<file path="config.mk">
export PLATFORM = sky130hd
export DESIGN_NAME = fractional_period_timer
export DESIGN_NICKNAME = d
export VERILOG_FILES = /design/src/design/fpt_pkg.sv /design/src/design/fpt_div.sv /design/src/design/fpt_dp.sv /design/src/design/fpt_ctrl.sv /design/src/design/fractional_period_timer.sv
export SDC_FILE = /design/constraint.sdc
export NUM_CORES = 1
export LEC_CHECK = 0
export BUFFER_PORTS_ARGS = -buffer_cell sky130_fd_sc_hd__buf_2
export CAP_MARGIN = 10
export CORE_MARGIN = 2
export CORE_UTILIZATION = 30
export CTS_CLUSTER_DIAMETER = 120
export DETAILED_ROUTE_END_ITERATION = 16
export PLACE_DENSITY = 0.42
export SLEW_MARGIN = 15
export SYNTH_ARGS = -nofsm -noshare
export SYNTH_HDL_FRONTEND = slang
export SYNTH_HIERARCHICAL = 1
export SYNTH_SLANG_ARGS = --single-unit
</file>
<file path="constraint.sdc">
create_clock -name clk -period 7.2 [get_ports clk]
set_clock_uncertainty 0.1 [all_clocks]
set_input_delay 1.44 -clock clk [delete_from_list [all_inputs] [get_ports clk]]
set_output_delay 1.44 -clock clk [all_outputs]
set_load 0.005 [all_outputs]
</file>
<file path="src/design/fpt_pkg.sv">
// Package for the fractional period timer: sizes, codes, payload types and the
// command and status bundles between controller and datapath.
// No dependencies.
package fpt_pkg;

    // Counter clock rate and the number of period units per second.
    localparam int CLOCK_HZ         = 32768;
    localparam int UNITS_PER_SECOND = 10000;

    // The period is scaled to clocks by a fixed-point reciprocal: the clock count
    // is (period * SCALE_MUL) >> SCALE_SHIFT, which is exact for every 16-bit period.
    localparam int     SCALE_SHIFT = 30;
    localparam longint SCALE_MUL   = ((64'd1 << SCALE_SHIFT) * CLOCK_HZ
                                      + UNITS_PER_SECOND - 1) / UNITS_PER_SECOND;

    // Largest clock count, and the widths that follow from it.
    localparam longint MAX_CLOCKS = 64'd65535 * CLOCK_HZ / UNITS_PER_SECOND;
    localparam int QUOT_W = $clog2(MAX_CLOCKS + 1);
    localparam int PROD_W = SCALE_SHIFT + QUOT_W;
    localparam int STEP_W = $clog2(QUOT_W + 1);

    localparam logic [15:0] RELOAD_RESET = 16'd32;

    // Configuration register indexes.
    localparam int CFG_IDX_W = 1;
    localparam logic [CFG_IDX_W-1:0] CFG_PERIOD = 1'b0;
    localparam logic [CFG_IDX_W-1:0] CFG_RELOAD = 1'b1;

    // Request codes.
    typedef enum logic [1:0] {
        REQ_START  = 2'd0,
        REQ_STOP   = 2'd1,
        REQ_TICK   = 2'd2,
        REQ_SAMPLE = 2'd3
    } fpt_req_t;

    typedef struct packed {
        logic [1:0]  req_type;
        logic [15:0] counter_value;
    } fpt_in_t;

    typedef struct packed {
        logic        fire;
        logic        compare_armed;
        logic [15:0] compare_point;
        logic [15:0] ticks_left;
    } fpt_out_t;

    // Commands from the controller to the datapath.
    typedef struct packed {
        logic exec_simple;
        logic div_load;
        logic start_commit;
        logic out_load;
    } fpt_cmd_t;

    // Status from the datapath to the controller.
    typedef struct packed {
        logic div_done;
        logic out_free;
    } fpt_sts_t;

endpackage

</file>
<file path="src/design/fpt_div.sv">
// Restoring divider, one quotient bit per cycle, for the fractional period timer.
// Depends on fpt_pkg.
module fpt_div (
    input  logic                        clk,
    input  logic                        rst_n,
    input  logic                        load,
    input  logic [15:0]                 init_rem,
    input  logic [fpt_pkg::QUOT_W-1:0]  init_dvd,
    input  logic [15:0]                 divisor,
    output logic                        done,
    output logic [fpt_pkg::QUOT_W-1:0]  quotient,
    output logic [15:0]                 remainder
);
    import fpt_pkg::*;

    logic [15:0]        rem_reg, rem_next;
    logic [QUOT_W-1:0]  dvd_reg, dvd_next;
    logic [15:0]        div_reg;
    logic [STEP_W-1:0]  cnt_reg;
    logic [16:0]        shifted;
    logic [17:0]        diff;
    logic               ge;

    // Shift in the next dividend bit and try a subtraction.
    always_comb
    begin
        shifted  = {rem_reg, dvd_reg[QUOT_W-1]};
        diff     = {1'b0, shifted} - {2'b00, div_reg};
        ge       = ~diff[17];
        rem_next = ge ? diff[15:0] : shifted[15:0];
        dvd_next = {dvd_reg[QUOT_W-2:0], ge};
    end

    always_ff @(posedge clk or negedge rst_n)
    begin
        if (!rst_n)
        begin
            cnt_reg <= '0;
        end
        else if (load)
        begin
            cnt_reg <= STEP_W'(QUOT_W);
        end
        else if (cnt_reg != '0)
        begin
            cnt_reg <= cnt_reg - 1'b1;
        end
    end

    always_ff @(posedge clk)
    begin
        if (load)
        begin
            rem_reg <= init_rem;
            dvd_reg <= init_dvd;
            div_reg <= divisor;
        end
        else if (cnt_reg != '0)
        begin
            rem_reg <= rem_next;
            dvd_reg <= dvd_next;
        end
    end

    assign done      = (cnt_reg == '0);
    assign quotient  = dvd_reg;
    assign remainder = rem_reg;

    // The partial remainder stays below the divisor while a division runs.
    assert property (@(posedge clk) disable iff (!rst_n)
        cnt_reg != '0 |-> rem_reg < div_reg)
        else $error("fpt_div: partial remainder not below divisor");

    // A load starts a full pass.
    assert property (@(posedge clk) disable iff (!rst_n)
        load |=> cnt_reg == STEP_W'(QUOT_W))
        else $error("fpt_div: load did not start a full pass");

    // The step counter never exceeds the quotient width.
    assert property (@(posedge clk) disable iff (!rst_n)
        cnt_reg <= STEP_W'(QUOT_W))
        else $error("fpt_div: step counter out of range");

endmodule

</file>
<file path="src/design/fpt_dp.sv">
// Datapath of the fractional period timer: configuration, timer state, the
// period scaling, the divider and the result register. Depends on fpt_pkg and fpt_div.
module fpt_dp (
    input  logic                             clk,
    input  logic                             rst_n,
    input  logic                             cfg_we,
    input  logic [fpt_pkg::CFG_IDX_W-1:0]    cfg_index,
    input  logic [15:0]                      cfg_wdata,
    input  fpt_pkg::fpt_in_t                 in_data,
    input  fpt_pkg::fpt_cmd_t                cmd,
    input  logic                             out_ready,
    output fpt_pkg::fpt_sts_t                sts,
    output logic                             out_valid,
    output fpt_pkg::fpt_out_t                out_data
);
    import fpt_pkg::*;

    logic [15:0] period_reg, reload_reg;
    logic [15:0] whole_reg, remclk_reg, countdown_reg, phase_reg, compare_reg;
    logic        armed_reg, fire_reg;
    logic        out_valid_reg;
    fpt_out_t    out_reg;

    logic [15:0]        eff_rl;
    logic [PROD_W-1:0]  product;
    logic [QUOT_W-1:0]  clocks, div_quot;
    logic               div_done;
    logic [15:0]        div_rem;
    logic [15:0]        whole_sat;

    logic [16:0] sum17;
    logic        wrap, match;
    logic [15:0] phase_new, cnt_new;

    assign eff_rl  = (reload_reg == '0) ? 16'd1 : reload_reg;

    // The period becomes a clock count by a reciprocal multiply; the divider
    // then splits that count into whole ticks and leftover clocks.
    assign product = PROD_W'(period_reg) * PROD_W'(SCALE_MUL);
    assign clocks  = product[PROD_W-1:SCALE_SHIFT];

    fpt_div u_div (
        .clk       (clk),
        .rst_n     (rst_n),
        .load      (cmd.div_load),
        .init_rem  (16'd0),
        .init_dvd  (clocks),
        .divisor   (eff_rl),
        .done      (div_done),
        .quotient  (div_quot),
        .remainder (div_rem)
    );

    assign whole_sat = (32'(div_quot) > 32'hFFFF) ? 16'hFFFF : 16'(div_quot);

    // Compare match: advance the phase by the remainder and carry a tick on wrap.
    always_comb
    begin
        sum17     = {1'b0, compare_reg} + {1'b0, remclk_reg};
        wrap      = (sum17 >= {1'b0, eff_rl});
        phase_new = wrap ? 16'(sum17 - {1'b0, eff_rl}) : sum17[15:0];
        if (wrap && whole_reg != 16'hFFFF)
        begin
            cnt_new = whole_reg + 16'd1;
        end
        else
        begin
            cnt_new = whole_reg;
        end
        match = armed_reg && (in_data.counter_value == compare_reg);
    end

    always_ff @(posedge clk or negedge rst_n)
    begin
        if (!rst_n)
        begin
            period_reg <= '0;
            reload_reg <= RELOAD_RESET;
        end
        else if (cfg_we)
        begin
            unique case (cfg_index)
                CFG_PERIOD: period_reg <= cfg_wdata;
                CFG_RELOAD: reload_reg <= cfg_wdata;
                default:    ;
            endcase
        end
    end

    always_ff @(posedge clk or negedge rst_n)
    begin
        if (!rst_n)
        begin
            whole_reg     <= '0;
            remclk_reg    <= '0;
            countdown_reg <= '0;
            phase_reg     <= '0;
            compare_reg   <= '0;
            armed_reg     <= 1'b0;
            fire_reg      <= 1'b0;
        end
        else if (cmd.start_commit)
        begin
            whole_reg     <= whole_sat;
            remclk_reg    <= div_rem;
            countdown_reg <= '0;
            compare_reg   <= {1'b0, reload_reg[15:1]};
            armed_reg     <= 1'b1;
            fire_reg      <= 1'b0;
        end
        else if (cmd.exec_simple)
        begin
            fire_reg <= 1'b0;
            unique case (in_data.req_type)
                REQ_STOP:
                begin
                    armed_reg     <= 1'b0;
                    countdown_reg <= '0;
                end
                REQ_TICK:
                begin
                    if (countdown_reg != '0)
                    begin
                        countdown_reg <= countdown_reg - 16'd1;
                        if (countdown_reg == 16'd1)
                        begin
                            compare_reg <= phase_reg;
                            armed_reg   <= 1'b1;
                        end
                    end
                end
                REQ_SAMPLE:
                begin
                    if (match)
                    begin
                        countdown_reg <= cnt_new;
                        phase_reg     <= phase_new;
                        armed_reg     <= 1'b0;
                        fire_reg      <= 1'b1;
                    end
                end
                default: ;
            endcase
        end
    end

    always_ff @(posedge clk or negedge rst_n)
    begin
        if (!rst_n)
        begin
            out_valid_reg <= 1'b0;
        end
        else if (cmd.out_load)
        begin
            out_valid_reg <= 1'b1;
        end
        else if (out_ready)
        begin
            out_valid_reg <= 1'b0;
        end
    end

    always_ff @(posedge clk)
    begin
        if (cmd.out_load)
        begin
            out_reg.fire          <= fire_reg;
            out_reg.compare_armed <= armed_reg;
            out_reg.compare_point <= compare_reg;
            out_reg.ticks_left    <= countdown_reg;
        end
    end

    assign out_valid    = out_valid_reg;
    assign out_data     = out_reg;
    assign sts.div_done = div_done;
    assign sts.out_free = ~out_valid_reg | out_ready;

    // A fired event always leaves the compare disarmed.
    assert property (@(posedge clk) disable iff (!rst_n)
        out_valid_reg && out_reg.fire |-> !out_reg.compare_armed)
        else $error("fpt_dp: event reported with compare still armed");

    // A start leaves the compare armed with the countdown cleared.
    assert property (@(posedge clk) disable iff (!rst_n)
        cmd.start_commit |=> armed_reg && countdown_reg == '0 && !fire_reg)
        else $error("fpt_dp: start did not arm the compare");

    // A waiting result stays valid and unchanged until it is taken.
    assert property (@(posedge clk) disable iff (!rst_n)
        out_valid_reg && !out_ready |=> out_valid_reg && $stable(out_reg))
        else $error("fpt_dp: waiting result changed or dropped");

endmodule

</file>
<file path="src/design/fpt_ctrl.sv">
// Controller of the fractional period timer: sequences the single step of a stop,
// tick or sample item, the divider pass of a start and the loading of the result register. Depends on fpt_pkg.
module fpt_ctrl (
    input  logic               clk,
    input  logic               rst_n,
    input  logic               in_valid,
    input  logic [1:0]         req_type,
    input  fpt_pkg::fpt_sts_t  sts,
    output logic               in_ready,
    output fpt_pkg::fpt_cmd_t  cmd
);
    import fpt_pkg::*;

    typedef enum logic [1:0] {
        ST_IDLE,
        ST_DIV,
        ST_RESULT
    } state_t;

    state_t state_reg, state_next;
    logic   accept;

    assign in_ready = (state_reg == ST_IDLE);
    assign accept   = in_valid && in_ready;

    always_comb
    begin
        state_next = state_reg;
        cmd        = '0;
        unique case (state_reg)
            ST_IDLE:
            begin
                if (accept)
                begin
                    if (req_type == REQ_START)
                    begin
                        cmd.div_load = 1'b1;
                        state_next   = ST_DIV;
                    end
                    else
                    begin
                        cmd.exec_simple = 1'b1;
                        state_next      = ST_RESULT;
                    end
                end
            end
            ST_DIV:
            begin
                if (sts.div_done)
                begin
                    cmd.start_commit = 1'b1;
                    state_next       = ST_RESULT;
                end
            end
            ST_RESULT:
            begin
                if (sts.out_free)
                begin
                    cmd.out_load = 1'b1;
                    state_next   = ST_IDLE;
                end
            end
            default: state_next = ST_IDLE;
        endcase
    end

    always_ff @(posedge clk or negedge rst_n)
    begin
        if (!rst_n)
        begin
            state_reg <= ST_IDLE;
        end
        else
        begin
            state_reg <= state_next;
        end
    end

    // The result register is only loaded when its previous item has gone.
    assert property (@(posedge clk) disable iff (!rst_n)
        cmd.out_load |-> sts.out_free)
        else $error("fpt_ctrl: result register overwritten");

    // No new item is taken while the divider is still running.
    assert property (@(posedge clk) disable iff (!rst_n)
        in_ready |-> sts.div_done)
        else $error("fpt_ctrl: ready while divider busy");

    // At most one datapath command per cycle.
    assert property (@(posedge clk) disable iff (!rst_n)
        $onehot0({cmd.exec_simple, cmd.div_load, cmd.start_commit, cmd.out_load}))
        else $error("fpt_ctrl: conflicting datapath commands");

endmodule

</file>
<file path="src/design/fractional_period_timer.sv">
// Fractional period timer. A stop, tick or sample item is executed when it is taken,
// and its result is loaded into the output register once the output is free; a
// new item is accepted after that load.
// A start item scales the period by a reciprocal multiply and runs one pass of a
// bit-serial divider by the tick reload over the QUOT_W (18) quotient bits; the start
// is then committed, its result is loaded once the output is free, and the next item is accepted after that load.
// Reset (asynchronous, active low) clears all timer state and returns the
// configuration registers to their reset values.
module fractional_period_timer (
    input  logic                           clk,
    input  logic                           rst_n,
    input  logic                           cfg_we,
    input  logic [fpt_pkg::CFG_IDX_W-1:0]  cfg_index,
    input  logic [15:0]                    cfg_wdata,
    input  logic                           in_valid,
    output logic                           in_ready,
    input  fpt_pkg::fpt_in_t               in_data,
    output logic                           out_valid,
    input  logic                           out_ready,
    output fpt_pkg::fpt_out_t              out_data
);
    import fpt_pkg::*;

    // The controller and datapath talk only through these two bundles.
    fpt_cmd_t cmd;
    fpt_sts_t sts;

    // The controller sequences each item: one step for stop, tick and sample,
    // one divider pass and a commit for a start, then a load of the result register.
    fpt_ctrl u_ctrl (
        .clk      (clk),
        .rst_n    (rst_n),
        .in_valid (in_valid),
        .req_type (in_data.req_type),
        .sts      (sts),
        .in_ready (in_ready),
        .cmd      (cmd)
    );

    // The datapath holds the configuration, the timer state, the divider and
    // the output register, which lets a new item in while a result waits.
    fpt_dp u_dp (
        .clk       (clk),
        .rst_n     (rst_n),
        .cfg_we    (cfg_we),
        .cfg_index (cfg_index),
        .cfg_wdata (cfg_wdata),
        .in_data   (in_data),
        .cmd       (cmd),
        .out_ready (out_ready),
        .sts       (sts),
        .out_valid (out_valid),
        .out_data  (out_data)
    );

endmodule
</file>
==> report_table.html <==
<table>
<tr><th>Metric</th><th>Value</th></tr>
<tr><th colspan="2">Run status</th></tr>
<tr><td>Run status</td><td>completed</td></tr>
<tr><th colspan="2">Synthesis</th></tr>
<tr><td>Count of flip-flops with a built-in enable after synthesis</td><td>84</td></tr>
<tr><td>Register area share after synthesis</td><td>0.286</td></tr>
<tr><td>Number of instances in the synthesized netlist</td><td>between 1.5k and 2k</td></tr>
<tr><td>Proportion of synthesized area in mux cells</td><td>0.0516</td></tr>
<tr><td>Number of synthesized register bits</td><td>206</td></tr>
<tr><td>Combinational family with the most area after synthesis</td><td>adder cells</td></tr>
<tr><td>Post-synthesis compound-gate area fraction</td><td>0.108</td></tr>
<tr><td>Count of warnings emitted by yosys</td><td>6</td></tr>
<tr><td>Number of distinct library cells after synthesis</td><td>86</td></tr>
<tr><td>Share of the synthesized netlist area taken by xor and xnor gates</td><td>0.0386</td></tr>
<tr><td>Post-synthesis instance area</td><td>0.0195 sq mm</td></tr>
<tr><td>Mean Syn Cell Area</td><td>10.4 sq um</td></tr>
<tr><td>Adder-cell area share of the yosys netlist</td><td>0.344</td></tr>
<tr><td>Async SR Flop Fraction</td><td>0.592</td></tr>
<tr><td>Most used flip-flop cell after synthesis</td><td>sky130_fd_sc_hd__dfrtp_1</td></tr>
<tr><td>Post-Synth Simple-Gate Area</td><td>0.0856</td></tr>
<tr><th colspan="2">Setup path</th></tr>
<tr><td>Required time at the worst-slack endpoint</td><td>7.39 ns</td></tr>
<tr><td>Largest fanout on the critical path</td><td>8</td></tr>
<tr><td>Critical Setup Path Class</td><td>reg -&gt; reg</td></tr>
<tr><td>Critical Path Start Type</td><td>register</td></tr>
<tr><td>Crit path arrival time</td><td>between 7 and 8 ns</td></tr>
<tr><td>Crit end category</td><td>register</td></tr>
<tr><th colspan="2">GRT</th></tr>
<tr><td>Global-route wire length before repair</td><td>83,600 um</td></tr>
<tr><td>Maximum number of pins on one net before global-route repair</td><td>between 70 and 80</td></tr>
<tr><td>Combined global-route utilization of all metal layers</td><td>0.161</td></tr>
<tr><td>Number of global-route vias before repair</td><td>roughly 14k</td></tr>
<tr><td>Number of antenna violations at the first check in global routing</td><td>1</td></tr>
<tr><td>Grt total ovfl</td><td>0</td></tr>
<tr><th colspan="2">Routing</th></tr>
<tr><td>Total Routed Length</td><td>approximately 53,000 um</td></tr>
<tr><td>Vias</td><td>13.2k</td></tr>
<tr><td>Via-to-Cell Ratio</td><td>roughly 4.7</td></tr>
<tr><td>Residual DRC count</td><td>0</td></tr>
<tr><td>Antenna violation net count after detailed routing</td><td>0</td></tr>
<tr><td>Detailed router's first-iteration violation count</td><td>around 610</td></tr>
<tr><td>Average routed wire per standard cell</td><td>about 19 um</td></tr>
<tr><td>First-pass DRT Iterations</td><td>5</td></tr>
<tr><th colspan="2">Min path</th></tr>
<tr><td>Class of the most critical hold timing path</td><td>reg -&gt; reg</td></tr>
<tr><th colspan="2">Placement</th></tr>
<tr><td>Number of buffers added on ports</td><td>75</td></tr>
<tr><td>RD Place Congestion</td><td>between 0.9 and 1</td></tr>
<tr><td>Post-DP HPWL</td><td>approximately 44,000 um</td></tr>
<tr><th colspan="2">Floorplanning</th></tr>
<tr><td>Starting density of the core</td><td>0.303</td></tr>
<tr><td>Chip Width</td><td>between 200 and 300 um</td></tr>
<tr><td>Number of placement rows</td><td>93</td></tr>
<tr><td>DIE HEIGHT</td><td>about 260 um</td></tr>
<tr><td>Full die area</td><td>between 0.06 and 0.07 sq mm</td></tr>
<tr><td>Core area</td><td>approximately 0.064 sq mm</td></tr>
<tr><td>Count of pins on the block boundary</td><td>76</td></tr>
<tr><th colspan="2">STA</th></tr>
<tr><td>Slew at the pin with the worst max-slew slack</td><td>roughly 1.1 ns</td></tr>
<tr><td>Number of hold violations in the final report</td><td>0</td></tr>
<tr><td>Slew Limit Fails</td><td>0</td></tr>
<tr><td>Final setup TNS</td><td>0 ns</td></tr>
<tr><td>Setup violators final</td><td>0</td></tr>
<tr><td>Slew HR</td><td>0.245</td></tr>
<tr><td>Setup repair after global routing missed its margin</td><td>no</td></tr>
<tr><td>Maximum clock rate</td><td>~150 MHz</td></tr>
<tr><td>Clock period minus final worst setup slack</td><td>6.85 ns</td></tr>
<tr><td>Post-route clock period utilization</td><td>0.952</td></tr>
<tr><th colspan="2">Layout</th></tr>
<tr><td>Most common cell after layout, fill and taps aside</td><td>sky130_fd_sc_hd__inv_1</td></tr>
<tr><td>Net total in the final layout</td><td>around 2.4k</td></tr>
<tr><td>Area occupied by multi-input gates</td><td>around 0.012 sq mm</td></tr>
<tr><td>Area Growth Syn to Fin</td><td>11.4%</td></tr>
<tr><td>Share of final-layout standard cells stronger than drive strength 1</td><td>0.123</td></tr>
<tr><td>Largest register FFs</td><td>34</td></tr>
<tr><td>Commonest non-fill, non-tap cells in the layout</td><td>sky130_fd_sc_hd__inv_1, sky130_fd_sc_hd__ha_1, sky130_fd_sc_hd__fa_1</td></tr>
<tr><td>Fill cell instance count of the final layout</td><td>6,643</td></tr>
<tr><td>Total inserted antenna cells</td><td>0</td></tr>
<tr><td>Area occupied by registers</td><td>about 0.0056 sq mm</td></tr>
<tr><th colspan="2">Clocking</th></tr>
<tr><td>Number of hold-repair buffers added at the cts stage</td><td>0</td></tr>
<tr><td>CTS sink cnt</td><td>approximately 210</td></tr>
<tr><td>Buffers inserted during post-CTS setup optimization</td><td>0</td></tr>
<tr><td>Master cell of the clock root buffer</td><td>sky130_fd_sc_hd__clkbuf_16</td></tr>
<tr><td>H-tree levels</td><td>1</td></tr>
<tr><td>Number of CTS-inserted buffers</td><td>26</td></tr>
<tr><td>Clock slew seen by the registers of the worst setup and hold paths</td><td>0.06 ns</td></tr>
<tr><td>Max clock buf depth</td><td>3</td></tr>
<tr><td>Worst-skew pair later-pin latency</td><td>0.54 ns</td></tr>
<tr><td>Clock tree from TritonCTS</td><td>yes</td></tr>
<tr><th colspan="2">Flow run</th></tr>
<tr><td>Max_cap viols</td><td>0</td></tr>
</table>
[routing by layer]
metal	part of all wire	track usage
met1	0.46	0.216
met2	0.48	0.280
met3	0.034	0.0170
met4	0.019	0.0354
met5	0	0
[final cells by class]
type,instances,area share
clock buffer,27,0.0311
multi-input combinational,1260,0.567
tap,855,0.0492
clock inverter,21,0.00966
inverter,380,0.0656
timing repair buffer,85,0.0210
sequential,206,0.256
[final timing paths]
kind	cells past startpoint	slack, ns	end	from
max	21	0.35	u_dp/u_div/quotient[13]	u_dp/period_reg[13]
min	0	0.37	u_dp/out_data[33]	u_dp/fire_reg
max reg2reg	21	0.35	u_dp/u_div/quotient[13]	u_dp/period_reg[13]
min reg2reg	0	0.37	u_dp/out_data[33]	u_dp/fire_reg
max in group asynchronous	2	4.86	u_dp/whole_reg[10]	rst_n
min in group asynchronous	1	0.87	u_dp/phase_reg[5]	rst_n
[cells in the mapped netlist, types with 4 or more instances]
cell,instances,area (sq um)
sky130_fd_sc_hd__nor2b_1,19,119
sky130_fd_sc_hd__o21ai_1,7,35.0
sky130_fd_sc_hd__o21a_1,13,97.6
sky130_fd_sc_hd__nand2_1,77,289
sky130_fd_sc_hd__mux2_2,69,777
sky130_fd_sc_hd__nor3b_1,7,52.6
sky130_fd_sc_hd__buf_4,6,45.0
sky130_fd_sc_hd__a211oi_1,12,90.1
sky130_fd_sc_hd__o211ai_1,15,113
sky130_fd_sc_hd__and2_1,4,25.0
sky130_fd_sc_hd__edfxtp_1,84,2520
sky130_fd_sc_hd__nand2b_1,8,50.1
sky130_fd_sc_hd__clkbuf_1,33,124
sky130_fd_sc_hd__ha_1,230,2880
sky130_fd_sc_hd__a21o_1,22,165
sky130_fd_sc_hd__fa_1,192,3840
sky130_fd_sc_hd__inv_1,380,1430
sky130_fd_sc_hd__nand3_1,23,115
sky130_fd_sc_hd__o311ai_0,4,35.0
sky130_fd_sc_hd__mux2i_1,23,230
sky130_fd_sc_hd__nor2_1,71,267
sky130_fd_sc_hd__xor2_1,29,254
sky130_fd_sc_hd__xnor2_1,57,499
sky130_fd_sc_hd__buf_1,6,22.5
sky130_fd_sc_hd__a21oi_2,6,52.6
sky130_fd_sc_hd__o22ai_1,6,37.5
sky130_fd_sc_hd__o22a_1,17,149
sky130_fd_sc_hd__or3_1,11,68.8
sky130_fd_sc_hd__o21ai_0,76,380
sky130_fd_sc_hd__dfrtp_1,121,3030
sky130_fd_sc_hd__a21boi_0,4,30.0
sky130_fd_sc_hd__a31oi_1,8,50.1
sky130_fd_sc_hd__or2_2,6,37.5
sky130_fd_sc_hd__nor3_1,31,155
sky130_fd_sc_hd__o31ai_1,5,37.5
sky130_fd_sc_hd__a211o_1,7,61.3
sky130_fd_sc_hd__nand4_1,16,100
sky130_fd_sc_hd__a21oi_1,77,385
sky130_fd_sc_hd__and3_1,15,93.8
sky130_fd_sc_hd__o21bai_1,7,52.6
sky130_fd_sc_hd__a2111oi_0,4,35.0
sky130_fd_sc_hd__nor4_1,13,81.3
[critical path: stages (launching register included)]
cell                       delay (ns)
sky130_fd_sc_hd__dfrtp_1         0.51
sky130_fd_sc_hd__fa_1            0.60
sky130_fd_sc_hd__fa_1            0.52
sky130_fd_sc_hd__inv_1           0.08
sky130_fd_sc_hd__fa_1            0.53
sky130_fd_sc_hd__inv_1           0.06
sky130_fd_sc_hd__fa_1            0.51
sky130_fd_sc_hd__fa_1            0.57
sky130_fd_sc_hd__inv_1           0.07
sky130_fd_sc_hd__fa_1            0.54
sky130_fd_sc_hd__inv_1           0.06
sky130_fd_sc_hd__ha_1            0.32
sky130_fd_sc_hd__nand2_1         0.06
sky130_fd_sc_hd__o21ai_0         0.59
sky130_fd_sc_hd__a211oi_2        0.15
sky130_fd_sc_hd__a21oi_1         0.19
sky130_fd_sc_hd__o21bai_4        0.18
sky130_fd_sc_hd__o22a_1          0.25
sky130_fd_sc_hd__a21o_1          0.20
sky130_fd_sc_hd__a21oi_1         0.09
sky130_fd_sc_hd__xnor2_1         0.13
sky130_fd_sc_hd__mux2_2          0.27
[timing repair]
item	in CTS	in global routing
endpoints found under the hold margin	0	0
endpoints found under the setup margin	0	3
resized for setup	0	1
[cell families after synthesis]
family | after synthesis
xor gates and xnor gates | 86
buffers and inverters | 432
adders and majority gates | 422
DFF | 206
other | 1
and+or+nand+nor | 324
muxes | 92
AOI/OAI and AO/OA | 320
[stage by stage]
| step | instance area [sq um] | hold slack (ns) | util | std cells | setup WS [ns] |
|---|---|---|---|---|---|
| floorplan | 19600 | 0.326 | - | 1898 | 0.990 |
| global placement | 20900 | 0.348 | 0.324 | 2786 | 0.422 |
| detailed placement | 20900 | 0.359 | 0.324 | 2786 | 0.375 |
| CTS | 21800 | 0.374 | 0.337 | 2834 | 0.345 |
| global route | 21800 | 0.389 | 0.338 | 2834 | 0.000266 |
| finish | 21800 | 0.369 | 0.338 | 2834 | 0.349 |
Power is not shown: default switching activity piles up to over one toggle a cycle in this logic, so the estimate is an artifact.
